`config.mk`:
```
export PLATFORM = sky130hd
export DESIGN_NAME = texture_file_endian_converter_core
export DESIGN_NICKNAME = d
export VERILOG_FILES = /design/src/hw/rtl/tfec_pkg.sv /design/src/hw/rtl/texture_file_endian_converter_core.sv /design/src/hw/rtl/tfec_in_stage.sv /design/src/hw/rtl/tfec_convert.sv
export SDC_FILE = /design/constraint.sdc
export NUM_CORES = 1
export LEC_CHECK = 0
export BUFFER_PORTS_ARGS = -buffer_cell sky130_fd_sc_hd__buf_2
export CAP_MARGIN = 20
export CORE_MARGIN = 2
export CORE_UTILIZATION = 30
export CTS_CLUSTER_DIAMETER = 120
export DETAILED_ROUTE_END_ITERATION = 12
export PLACE_DENSITY = 0.57
export SLEW_MARGIN = 30
export SYNTH_ARGS = -nofsm -noshare
export SYNTH_HDL_FRONTEND = slang
export SYNTH_SLANG_ARGS = --single-unit
```
`constraint.sdc`:
```
create_clock -name clock -period 5.5 [get_ports clock]
set_clock_uncertainty 0.15 [all_clocks]
set_input_delay 0.55 -clock clock [delete_from_list [all_inputs] [get_ports clock]]
set_output_delay 0.55 -clock clock [all_outputs]
set_load 0.01 [all_outputs]
```
`src/hw/rtl/tfec_pkg.sv`:
```
`timescale 1ns / 1ps
// Shared types, codes and byte-swap helpers for the texture file endian converter.
// No dependencies.
package tfec_pkg;

   localparam int WORD_W  = 32;
   localparam int COUNT_W = 30;
   localparam int STAT_W  = 3;

   localparam logic [WORD_W-1:0] MAGIC_WORD = 32'h0000_0010;
   localparam int                COLOR_BIT  = 3;
   localparam logic [WORD_W-1:0] MIN_BLOCK  = 32'd12;
   localparam logic [COUNT_W-1:0] HDR_WORDS = 30'd3;

   typedef enum logic [5:0] {
      PH_PASS    = 6'b000001,
      PH_MODE    = 6'b000010,
      PH_SIZE    = 6'b000100,
      PH_RECT0   = 6'b001000,
      PH_RECT1   = 6'b010000,
      PH_PAYLOAD = 6'b100000
   } phase_type;

   typedef enum logic [STAT_W-1:0] {
      ST_CONVERT = 3'd0,
      ST_IDLE    = 3'd1,
      ST_NATIVE  = 3'd2,
      ST_FOREIGN = 3'd3,
      ST_BADSIZE = 3'd4
   } status_type;

   typedef struct packed {
      logic              valid;
      logic [WORD_W-1:0] raw_word;
      logic              first_word;
   } word_type;

   function automatic logic [WORD_W-1:0] swap_all(input logic [WORD_W-1:0] v);
      return {v[7:0], v[15:8], v[23:16], v[31:24]};
   endfunction

   function automatic logic [WORD_W-1:0] swap_halves(input logic [WORD_W-1:0] v);
      return {v[23:16], v[31:24], v[7:0], v[15:8]};
   endfunction

endpackage

```
`src/hw/rtl/texture_file_endian_converter_core.sv`:
```
`timescale 1ns / 1ps
// Top level of the texture file endian converter: input stage, converter, result register.
// Depends on tfec_pkg, tfec_in_stage and tfec_convert.
//
//   channel  dir  ports                                   word
//   req      in   req_valid, req_stall, req_raw_word,     one raw file word + first flag
//                 req_first_word
//   rsp      out  rsp_valid, rsp_stall, rsp_out_word,     converted word + status
//                 rsp_status
//
// rsp_valid rises once an accepted word has passed the input register, then the result register;
// one word per cycle sustained while rsp_stall is low.
// The input register feeds the swap/phase logic, whose result lands in the output register.
// Synchronous active-high reset empties both registers and returns to idle pass-through.
// A stalled result holds; the input register keeps accepting until it is also full.
module texture_file_endian_converter_core (
   input  logic                             clock,
   input  logic                             reset,
   input  logic                             req_valid,
   output logic                             req_stall,
   input  logic [tfec_pkg::WORD_W-1:0]      req_raw_word,
   input  logic                             req_first_word,
   output logic                             rsp_valid,
   input  logic                             rsp_stall,
   output logic [tfec_pkg::WORD_W-1:0]      rsp_out_word,
   output logic [tfec_pkg::STAT_W-1:0]      rsp_status
);

   tfec_pkg::word_type           stage;
   logic                         advance;
   logic [tfec_pkg::WORD_W-1:0]  conv_word;
   tfec_pkg::status_type         conv_status;

   logic                         out_valid_ff, out_valid_in;
   logic [tfec_pkg::WORD_W-1:0]  out_word_ff;
   tfec_pkg::status_type         out_status_ff;

   assign advance = stage.valid && (!out_valid_ff || !rsp_stall);

   tfec_in_stage u_in (
      .clock          (clock),
      .reset          (reset),
      .req_valid      (req_valid),
      .req_raw_word   (req_raw_word),
      .req_first_word (req_first_word),
      .advance        (advance),
      .req_stall      (req_stall),
      .stage          (stage)
   );

   tfec_convert u_conv (
      .clock       (clock),
      .reset       (reset),
      .advance     (advance),
      .stage       (stage),
      .conv_word   (conv_word),
      .conv_status (conv_status)
   );

   assign out_valid_in = advance || (out_valid_ff && rsp_stall);

   always_ff @(posedge clock) begin
      if (reset) begin
         out_valid_ff <= 1'b0;
      end else begin
         out_valid_ff <= out_valid_in;
      end
      if (advance) begin
         out_word_ff   <= conv_word;
         out_status_ff <= conv_status;
      end
   end

   assign rsp_valid    = out_valid_ff;
   assign rsp_out_word = out_word_ff;
   assign rsp_status   = out_status_ff;

endmodule

```
`src/hw/rtl/tfec_in_stage.sv`:
```
`timescale 1ns / 1ps
// Input register for the converter: captures one word when it is free or draining.
// Depends on tfec_pkg.
module tfec_in_stage (
   input  logic                          clock,
   input  logic                          reset,
   input  logic                          req_valid,
   input  logic [tfec_pkg::WORD_W-1:0]   req_raw_word,
   input  logic                          req_first_word,
   input  logic                          advance,
   output logic                          req_stall,
   output tfec_pkg::word_type            stage
);

   tfec_pkg::word_type stage_ff, stage_in;

   assign req_stall = stage_ff.valid && !advance;
   assign stage     = stage_ff;

   always_comb begin
      stage_in = stage_ff;
      if (advance) begin
         stage_in.valid = 1'b0;
      end
      if (req_valid && !req_stall) begin
         stage_in.valid      = 1'b1;
         stage_in.raw_word   = req_raw_word;
         stage_in.first_word = req_first_word;
      end
   end

   always_ff @(posedge clock) begin
      if (reset) begin
         stage_ff.valid <= 1'b0;
      end else begin
         stage_ff.valid <= stage_in.valid;
      end
      stage_ff.raw_word   <= stage_in.raw_word;
      stage_ff.first_word <= stage_in.first_word;
   end

endmodule

```
`src/hw/rtl/tfec_convert.sv`:
```
`timescale 1ns / 1ps
// File-layout tracker and byte swapper; state moves once per word that advances.
// Depends on tfec_pkg.
module tfec_convert (
   input  logic                             clock,
   input  logic                             reset,
   input  logic                             advance,
   input  tfec_pkg::word_type               stage,
   output logic [tfec_pkg::WORD_W-1:0]      conv_word,
   output tfec_pkg::status_type             conv_status
);

   tfec_pkg::phase_type             phase_ff, phase_in;
   logic                            in_color_ff, in_color_in;
   logic [tfec_pkg::COUNT_W-1:0]    left_ff, left_in;
   tfec_pkg::status_type            reason_ff, reason_in;
   logic [tfec_pkg::WORD_W-1:0]     sw_all, sw_half;

   assign sw_all  = tfec_pkg::swap_all(stage.raw_word);
   assign sw_half = tfec_pkg::swap_halves(stage.raw_word);

   always_comb begin
      phase_in    = phase_ff;
      in_color_in = in_color_ff;
      left_in     = left_ff;
      reason_in   = reason_ff;
      conv_word   = stage.raw_word;
      conv_status = tfec_pkg::ST_CONVERT;
      if (stage.first_word) begin
         in_color_in = 1'b0;
         left_in     = '0;
         if (stage.raw_word == tfec_pkg::MAGIC_WORD) begin
            phase_in    = tfec_pkg::PH_PASS;
            reason_in   = tfec_pkg::ST_NATIVE;
            conv_status = tfec_pkg::ST_NATIVE;
         end else if (sw_all == tfec_pkg::MAGIC_WORD) begin
            conv_word = tfec_pkg::MAGIC_WORD;
            phase_in  = tfec_pkg::PH_MODE;
         end else begin
            phase_in    = tfec_pkg::PH_PASS;
            reason_in   = tfec_pkg::ST_FOREIGN;
            conv_status = tfec_pkg::ST_FOREIGN;
         end
      end else begin
         unique case (phase_ff)
            tfec_pkg::PH_MODE: begin
               conv_word   = sw_all;
               in_color_in = sw_all[tfec_pkg::COLOR_BIT];
               phase_in    = tfec_pkg::PH_SIZE;
            end
            tfec_pkg::PH_SIZE: begin
               conv_word = sw_all;
               if (sw_all < tfec_pkg::MIN_BLOCK || sw_all[1:0] != 2'b00) begin
                  phase_in    = tfec_pkg::PH_PASS;
                  reason_in   = tfec_pkg::ST_BADSIZE;
                  conv_status = tfec_pkg::ST_BADSIZE;
               end else begin
                  left_in  = sw_all[tfec_pkg::WORD_W-1:2] - tfec_pkg::HDR_WORDS;
                  phase_in = tfec_pkg::PH_RECT0;
               end
            end
            tfec_pkg::PH_RECT0: begin
               conv_word = sw_half;
               phase_in  = tfec_pkg::PH_RECT1;
            end
            tfec_pkg::PH_RECT1: begin
               conv_word = sw_half;
               if (left_ff == '0) begin
                  if (in_color_ff) begin
                     in_color_in = 1'b0;
                     phase_in    = tfec_pkg::PH_SIZE;
                  end else begin
                     phase_in  = tfec_pkg::PH_PASS;
                     reason_in = tfec_pkg::ST_IDLE;
                  end
               end else begin
                  phase_in = tfec_pkg::PH_PAYLOAD;
               end
            end
            tfec_pkg::PH_PAYLOAD: begin
               conv_word = sw_half;
               left_in   = left_ff - 1'b1;
               if (left_ff == tfec_pkg::COUNT_W'(1)) begin
                  if (in_color_ff) begin
                     in_color_in = 1'b0;
                     phase_in    = tfec_pkg::PH_SIZE;
                  end else begin
                     phase_in  = tfec_pkg::PH_PASS;
                     reason_in = tfec_pkg::ST_IDLE;
                  end
               end
            end
            default: begin
               conv_status = reason_ff;
            end
         endcase
      end
   end

   always_ff @(posedge clock) begin
      if (reset) begin
         phase_ff    <= tfec_pkg::PH_PASS;
         in_color_ff <= 1'b0;
         left_ff     <= '0;
         reason_ff   <= tfec_pkg::ST_IDLE;
      end else if (advance) begin
         phase_ff    <= phase_in;
         in_color_ff <= in_color_in;
         left_ff     <= left_in;
         reason_ff   <= reason_in;
      end
   end

endmodule

```
# --- Word-level counts from Yosys, hierarchy flattened ---
# Index checks and enable logic that the tools add are counted.
classes:
  order_cmp: 1
  n_reduce_logical: 25
  add_sub_neg: 2
  eq_ne: 13
  n_mux: 34
op_table:
  columns: ["op", "count"]
  rows:
  - ["$mux 32", 3]
  - ["$eq 32x5->1 const B", 2]
  - ["$pmux 32 s2", 1]
  - ["$mux 30", 2]
  - ["$pmux 30 s2", 1]
  - ["$mux 34", 1]
  - ["$mux 3", 11]
  - ["$lt 32x4->1 const B", 1]
  - ["$eq 30x1->1 const B", 1]
  - ["$logic_not 30->1", 1]
  - ["$pmux 6 s5", 1]
  - ["$sub 30x1->30 const B", 1]
  - ["$sub 30x2->30 const B", 1]
  - ["$mux 6", 4]
  - ["$ne 3x2->1 const B", 4]
  - ["$pmux 3 s3", 1]
  - ["$reduce_bool 4->1", 2]
  - ["$eq 6x2->1 const B", 1]
  - ["$eq 6x3->1 const B", 1]
  - ["$eq 6x4->1 const B", 1]
  - ["$eq 6x5->1 const B", 1]
  - ["$eq 6x6->1 const B", 1]
  - ["$pmux 3 s2", 1]
  - ["$reduce_and 3->1", 2]
  - ["16 further kinds", 29]
word_totals:
  in_bits: 37
  elab_cells: 85
  output_inout_bits: 37
  regBits: 110

# --- Longest topological paths before layout ---
# Gate-level depths: netlist (run 1).
logic_depth:
  ltp_word: 8
  depth_mapped: 10
  depth_no_buf: 7

# --- By module ---
# Synthesis (run 1) repeated with hierarchy kept, for this count alone.
hier_totals:
  cells_unflattened: 659
  hier_area_um2: 6078.3
modules_own_cells:
  columns: ["mod", "area_each_um2", "instances", "cells_per_inst", "seq_area_each_um2"]
  rows:
  - ["tfec_convert", 3950.0, 1, 583, 800.8]
  - ["texture_file_endian_converter_core", 1087.3, 1, 39, 1071.0]
  - ["tfec_in_stage", 1041.0, 1, 37, 1011.0]

# --- Worst setup path after synthesis (run 1) ---
# OpenSTA, ideal clock, no wires.
synth_path:
  kind: "input to register"
  startpoint: "in rsp_stall"
  endpoint: "reg u_conv.reason_ff[0]"
  path_buffers: 0
  arrival_time_ns: 3.816
  required_time_ns: 5.227
  slack_ns: 1.410
  path_stages: 6
  setup_ns: 0.123
  path_cell_list: "a21boi_1 nand2_1 o41ai_2 or2b_1 a21oi_2 mux2_1"
synth_between:
  elab_chain_len: 4
synth_rtl:
  columns: ["item", "line_no", "text"]
  rows:
  - ["from (decl)", "texture_file_endian_converter_core.sv:24", "input logic rsp_stall,"]
  - ["$logic_not 1->1", "texture_file_endian_converter_core.sv:38", "assign advance = stage.valid && (!out_valid_ff || !rsp_stall);"]
  - ["$logic_or 1x1->1", "texture_file_endian_converter_core.sv:38", null]
  - ["$logic_and 1x1->1", "texture_file_endian_converter_core.sv:38", null]
  - ["$reduce_and 6->1 (no line)", null, null]
  - ["to (signal assigned)", "tfec_convert.sv:105", "reason_ff <= tfec_pkg::ST_IDLE;"]
  - ["to (signal assigned)", "tfec_convert.sv:110", "reason_ff <= reason_in;"]
  - ["to (decl)", "tfec_convert.sv:16", "tfec_pkg::status_type reason_ff, reason_in;"]
# No other way between the ends.
# A chain may end at the register's enable or synchronous reset.

# --- Final worst setup path (run 1) ---
layout_path:
  startpoint: "reg u_in.stage_ff, in the netlist u_in.stage[32]"
  endpoint: "reg u_conv.reason_ff[0]"
layout_between:
  elab_chain_len: 4
  elab_cells_between_ends: 9
  cone_classes: "order compare (1); eq/ne (4); mux (2); reduce/logical (2)"
layout_rtl:
  columns: ["item", "line_no", "text"]
  rows:
  - ["from (decl)", "tfec_in_stage.sv:15", "tfec_pkg::word_type stage_ff, stage_in;"]
  - ["$lt 32x4->1", "tfec_convert.sv:53", "if (sw_all < tfec_pkg::MIN_BLOCK || sw_all[1:0] != 2'b00) begin"]
  - ["$logic_or 1x1->1", "tfec_convert.sv:53", null]
  - ["$ne 3x2->1 (no line)", null, null]
  - ["$reduce_and 6->1 (no line)", null, null]
# Parallel ways exist; a longest one is shown, timed or not.

==> results of run 1 <==
==> final cells by class <==
class,count,share of cell area
Timing Repair Buffer,83,0.0625
Sequential cell,110,0.409
Clock buffer,9,0.0320
Multi-Input combinational cell,465,0.432
Clock inverter,7,0.0114
Tap cell,270,0.0479
Inverter,10,0.00533
==> per-stage QoR <==
stage	total power [mW]	util	area (um^2)	hold slack (ns)	setup slack, ns
2_1_floorplan	1.12	-	6120	0.285	1.41
3_3_place_gp	1.22	0.335	6730	0.313	1.93
3_5_place_dp	1.22	0.335	6740	0.327	2.09
4_1_cts	1.90	0.350	7050	0.198	2.07
5_1_grt	1.96	0.350	7050	0.192	1.83
6_report	1.89	0.350	7050	0.205	1.99
==> cells in the mapped netlist (6+ instances only) <==
cell / number / area, um^2
nor3_1: 33 / 165
or2_2: 7 / 43.8
xor2_1: 9 / 78.8
dfxtp_1: 42 / 841
nor4_1: 24 / 150
nand2_1: 40 / 150
xnor2_1: 18 / 158
o2bb2ai_1: 32 / 280
clkbuf_1: 49 / 184
a22oi_1: 35 / 263
inv_1: 9 / 33.8
o31ai_1: 8 / 60.1
o21ai_0: 32 / 160
or3_1: 14 / 87.6
edfxtp_1: 68 / 2040
nand3_1: 15 / 75.1
buf_2: 6 / 30.0
or4_1: 12 / 90.1
a21oi_1: 44 / 220
nor2_1: 45 / 169
==> critical path: stages, from the launching register on <==
cell	delay (ns)
edfxtp_1	0.54
or4_1	0.66
nor4_2	0.51
a21oi_1	0.29
or4_1	0.64
a21oi_2	0.26
mux2_1	0.34
==> final timing paths <==
check / to
max: u_conv.reason_ff[0]
min: u_in.stage[2]
max reg2reg: u_conv.reason_ff[0]
min reg2reg: u_conv.left_ff[13]
==> sequential cells by signal, indices dropped and copies added (netlist names) <==
signal / flops
u_conv.reason_ff: 3
u_conv.phase_ff: 6
rsp_out_word: 32
rsp_status: 3
u_conv.in_color_ff: 1
rsp_valid: 1
u_conv.left_ff: 30
u_in.stage: 34
==> routing by layer <==
| metal | share of wire | GRT usage | up-vias |
|---|---|---|---|
| li1 | - | - | 2560 |
| met1 | 0.46 | 0.258 | 2615 |
| met2 | 0.44 | 0.271 | 234 |
| met3 | 0.068 | 0.0320 | 26 |
| met4 | 0.026 | 0.0650 | 0 |
| met5 | 0 | 0 | - |
==> cells by family (layout without fill, tap and decap cells) <==
kind of cell / count (synthesis) / count (layout)
AND/OR/NAND/NOR: 225 / 225
AO/OA/AOI/OAI: 204 / 204
flip-flops: 110 / 110
buffers and inverters: 66 / 109
XOR/XNOR: 27 / 27
adder cells (fa/ha/maj): 5 / 5
multiplexers: 4 / 4
==> report_power, final <==
part | switching (mW) | internal, mW | leakage (nW) | total, mW
registers | 0.0468 | 0.917 | 0.995 | 0.964
clock network | 0.323 | 0.360 | 0.148 | 0.683
logic | 0.156 | 0.0854 | 1.15 | 0.241
total | 0.526 | 1.36 | 2.30 | 1.89
==> layout by cell type, fill, tap and decap left out, types with 4 or more instances in the layout <==
cell type / count
xnor2_1: 18
a211oi_1: 5
buf_2: 73
nor2_1: 45
clkbuf_16: 9
inv_1: 9
a221oi_1: 4
o31ai_1: 7
o32ai_1: 4
nand3_1: 15
a22oi_1: 35
buf_4: 10
nand2b_1: 5
o2bb2ai_1: 32
edfxtp_1: 68
ha_1: 5
or3_1: 14
dfxtp_1: 42
nor4_1: 23
o21ai_0: 31
or2_2: 7
xor2_1: 9
a31oi_1: 4
or4_1: 12
nand2_1: 40
nor3_1: 33
a21oi_1: 44
nand4_1: 5
o211ai_1: 5
==> results.toml, run 1 <==
[sta]
fin_crit_sh = 0.637
hold_violations = 0
tns_ns = 0
rsz0062_at_grt = "no"
layout_min_cycle_time_ns = 3.51
maxSlewViolCount = 0
setup_viol = 0
max_freq_mhz = 285
max_slew_margin = 0.373
worst_pin_slew_ns = 0.940

[critical_path]
ff2ff_setup_slack_ns = 1.99
reg2reg_depth = 6
cp_max_fo = 10
required_ns = 5.61
worst_setup_path_end_kind = "flip-flop"
critPathKind = "reg2reg"
worstPathArrival_ns = 3.61
start_kind = "flip-flop"
crit_start = "u_in.stage[32]"
r2r_start = "u_in.stage[32]"

[floorplan]
die_x_um = 147
initial_utilization = 0.304
ios = 74
coreArea_um2 = 20100
rows = 52
design.die.area_um2 = 21500
dieHeight_um = 147

[detailed_routing]
drt-initial-drc-count = 550
drc = 0
firstDrtPassIters = 5
final_antenna_net_count = 0
viasPerCell = 5.70
vias = 5435
wire_per_inst_um = 20.3
drt_wl_total_mm = 19.3

[grt]
grt_max_degree = 59
grt-ovfl-total = 0
grt_pass1_wl_mm = 29.8
grt_usage = 0.180
antenna_found_initial = 0
grt_pass1_vias = 5047

[finish]
drive_gt1_frac = 0.178
n_antenna_cell = 0
n_fill_cell = 2046
fin_cells = 954
areaGrowthSynthToFinish_pct = 15.2
fin_nets = 721
multi_input_area_um2 = 3040
seq_area_um2 = 2880

[synthesis]
ys_seq_elements = 110
syn_avg_cell_area_um2 = 9.54
synth-adder-area-share = 0.0102
synth-simple-area-share = 0.196
syn_inst = 641
synth-xor-area-share = 0.0387
synth_top_family_by_area = "compound AO/OA/AOI/OAI gates"
yosysWarnings = 0
syn-num-nets = 683
synth-main-ff-cell = "edfxtp_1"
ys_types = 71
synth_edf_count = 68
synth_compound_area_frac = 0.235
synth_mux_area_frac = 0.00695
syn_area_um2 = 6120
synthArstFlopShare = 0
yosysSeqAreaShare = 0.471

[worst_hold_path]
hp-start = "req_raw_word[1]"
hold_depth = 1
hold_class = "in2reg"

[placed_design]
gp_congestion = 0.918
dp_hpwl_mm = 13.8
dp_cells = 938
io_buffers = 73

[clock_tree]
clk_latency_ns = 0.37
cts_buffers = 9
clkSinkCount = 110
clkSlewWorstSetupHoldPaths_ns = 0.08
cts_tree = "built"
post_cts_buffers = 0
holdBufCountCts = 0
cts-htree-levels = 3
clockBufferDepth = 2
clockRootBuffer = "clkbuf_16"
cts_resized = 0

[power]
leakage_nw = 2.30
power_density_nw_per_um2 = 268
vdd_drop_max_v = 0.000148

[status]
outcome = "completed"

[run]
cap_violations = 0
Note: power is estimated with default switching activity, not from simulation.
==> inputs of run 2 (changes only) <==
--- a/config.mk
+++ b/config.mk
@@ -5,13 +5,14 @@
 export SDC_FILE = /design/constraint.sdc
 export NUM_CORES = 1
 export LEC_CHECK = 0
+export ABC_AREA = 1
 export BUFFER_PORTS_ARGS = -buffer_cell sky130_fd_sc_hd__buf_2
 export CAP_MARGIN = 20
 export CORE_MARGIN = 2
 export CORE_UTILIZATION = 30
 export CTS_CLUSTER_DIAMETER = 120
 export DETAILED_ROUTE_END_ITERATION = 12
-export PLACE_DENSITY = 0.57
+export PLACE_DENSITY = 0.56
 export SLEW_MARGIN = 30
 export SYNTH_ARGS = -nofsm -noshare
 export SYNTH_HDL_FRONTEND = slang
==> constraint.sdc (replaced) <==
create_clock -name clock -period 3.5 [get_ports clock]
set_clock_uncertainty 0.15 [all_clocks]
set_input_delay 0.35 -clock clock [delete_from_list [all_inputs] [get_ports clock]]
set_output_delay 0.35 -clock clock [all_outputs]
set_load 0.01 [all_outputs]
==> run 2 against run 1 <==
  * Synthesized area rose by 11%
  * Power rose by 68%
  * Sequential power rose by 60%
  * Non-clock buffer count rose by 1
  * Sequential share of layout area fell by 3.5 points
  * Synthesized cell count rose by 39%
  * Sequential cell count did not move
  * Via count rose by 19%
  * Cell count rose by 31%
  * Global-route usage rose by 0.59 points
  * Critical endpoint is now u_conv.left_ff[12]
  * Largest power group unchanged
  * Highest routed layer unchanged
==> results.toml, run 2 <==
[clock_tree]
cts-htree-levels = 3
clk_latency_ns = 0.37
clkSinkCount = 110
cts_tree = "built"
clockRootBuffer = "clkbuf_16"
cts_buffers = 9
clockBufferDepth = 2
cts_resized = 0
clkSlewWorstSetupHoldPaths_ns = 0.08
post_cts_buffers = 0

[sta]
hold_violations = 0
worst_pin_slew_ns = 0.944
max_freq_mhz = 375
max_slew_margin = 0.370
maxSlewViolCount = 0
layout_min_cycle_time_ns = 2.67
fin_crit_sh = 0.762
setup_viol = 0
tns_ns = 0
rsz0062_at_grt = "no"

[power]
power_density_nw_per_um2 = 412
vdd_drop_max_v = 0.000215
leakage_nw = 3.30

[critical_path]
worst_path_largest_cell_delay_ns = 0.67
crit_family = "buffers and inverters"
path_cells = "inv_2 > nand2_1 > inv_2 > a21oi_4 > buf_4 > nand2_1 > nand2_1 > nor2_1"
critPathKind = "reg2reg"
worstPathBufferInverterCount = 3
cp_max_fo = 18
required_ns = 3.61
worstPathArrival_ns = 2.78
crit_slowest_cell = "edfxtp_1"
worst_path_most_repeated_cell = "nand2_1"
start_kind = "flip-flop"
worst_setup_path_end_kind = "flip-flop"

[synthesis]
syn_avg_cell_area_um2 = 7.58
synth_area_leaders = "edfxtp_1, dfxtp_1, nand2_1, nor2_1, nand3_1"
syn-num-nets = 936
synthArstFlopShare = 0
syn_inst = 894
synth-main-ff-cell = "edfxtp_1"
synth_common_cells = "nand2_1, nor2_1, inv_1"
yosysMostFrequentCell = "nand2_1"
syn_area_um2 = 6780
ys_seq_elements = 110
synth_edf_count = 68
ys_types = 41
yosysWarnings = 0
yosysSeqAreaShare = 0.425
synth_top_area_share = 0.301
netlist.top_cell.by_area = "edfxtp_1"

[floorplan]
design.die.area_um2 = 23800
ios = 74
coreArea_um2 = 22400
initial_utilization = 0.302
rows = 55
dieHeight_um = 154
die_x_um = 154

[run]
cap_violations = 0

[worst_hold_path]
hold_class = "in2reg"

[grt]
grt_pass1_vias = 6004
grt_pass1_wl_mm = 34.0
grt_usage = 0.185
grt_max_degree = 38
antenna_found_initial = 0
grt-ovfl-total = 0

[finish]
fin_util = 0.344
final_common_cell = "nand2_1"
n_antenna_cell = 0
areaGrowthSynthToFinish_pct = 13.8
drive_gt1_frac = 0.166
n_fill_cell = 2421
fin_nets = 1003
layout_common_cells = "nand2_1, nor2_1, inv_1"
largest_reg_flops = 34

[placed_design]
dp_hpwl_mm = 16.7
gp_congestion = 0.945
io_buffers = 73

[detailed_routing]
drc = 0
wire_per_inst_um = 17.5
drt_wl_total_mm = 21.9
firstDrtPassIters = 5
final_antenna_net_count = 0
vias = 6444
drt-initial-drc-count = 724
viasPerCell = 5.15

[status]
outcome = "completed"
## run 2: cell types whose count changed after synthesis, moves of 15 or more
cell,previous run,this run
clkbuf_1,49,11
nor2_2,0,17
nand3_1,15,64
o22ai_1,2,33
nor3_1,33,3
nand2_2,0,15
nand2_1,40,198
nor2_1,45,166
a22oi_1,35,1
o2bb2ai_1,32,0
inv_1,9,75
nor4_1,24,0
a22o_1,0,31
## run 2: path summary, 6_finish.rpt
check        cells after the start             endpoint  slack, ns                 from
min reg2reg                      2  u_conv.reason_ff[0]       0.33  u_conv.reason_ff[0]
min                              1       u_in.stage[25]      0.006     req_raw_word[24]
max                              8   u_conv.left_ff[12]       0.83        u_in.stage[0]
max reg2reg                      8   u_conv.left_ff[12]       0.83        u_in.stage[0]
## run 2: repair_timing
item | CTS | global route
hold buffers | 0 | 3
setup endpoints to repair | 0 | 0
hold endpoints to repair | 0 | 3
## run 2: power by group
part,total (mW),switching [mW],internal [mW]
clock network,1.08,0.506,0.570
registers,1.54,0.0830,1.45
logic,0.561,0.371,0.191
## run 2: final cells by class
type | instances | area [um^2] | area share
clock buffers | 10 | 229 | 0.0297
clock inverters | 6 | 76.3 | 0.00990
inverters | 86 | 323 | 0.0419
multi-input cells | 670 | 3390 | 0.439
flip-flops and latches | 110 | 2880 | 0.374
well taps | 285 | 357 | 0.0462
repair buffers | 84 | 455 | 0.0591
## run 2: per-layer routing
layer / GRT usage / vias up / wire (um)
li1: - / 3126 / -
met1: 0.262 / 3011 / 10200
met2: 0.274 / 267 / 9270
met3: 0.0429 / 40 / 1880
met4: 0.0728 / 0 / 617
met5: 0 / - / 0
## run 2: worst register-to-register path, stage by stage (launching register included)
cell	delay (ns)
edfxtp_1	0.67
inv_2	0.29
nand2_1	0.28
inv_2	0.15
a21oi_4	0.47
buf_4	0.34
nand2_1	0.08
nand2_1	0.07
nor2_1	0.06
## run 2: kinds of logic (layout without fill, tap and decap cells)
logic type,count (synthesis),count (layout),synth area share
fa+ha+maj,5,5,0.00923
flops,110,110,0.425
simple gates,495,495,0.325
xor+xnor,17,17,0.0220
compound gates,153,153,0.143
buf+inv,114,186,0.0749
## run 2: per-stage QoR
step	cell area, um^2	hold WS [ns]	total power [mW]	setup WS [ns]	std cells
3_5_place_dp	7380	0.315	2.12	0.893	1232
6_report	7710	0.00617	3.17	0.834	1251
3_3_place_gp	7380	0.307	2.12	0.962	1232
2_1_floorplan	6780	0.269	1.93	1.20	894
4_1_cts	7680	0.00234	3.19	0.868	1248
5_1_grt	7710	0.00394	3.31	0.647	1251
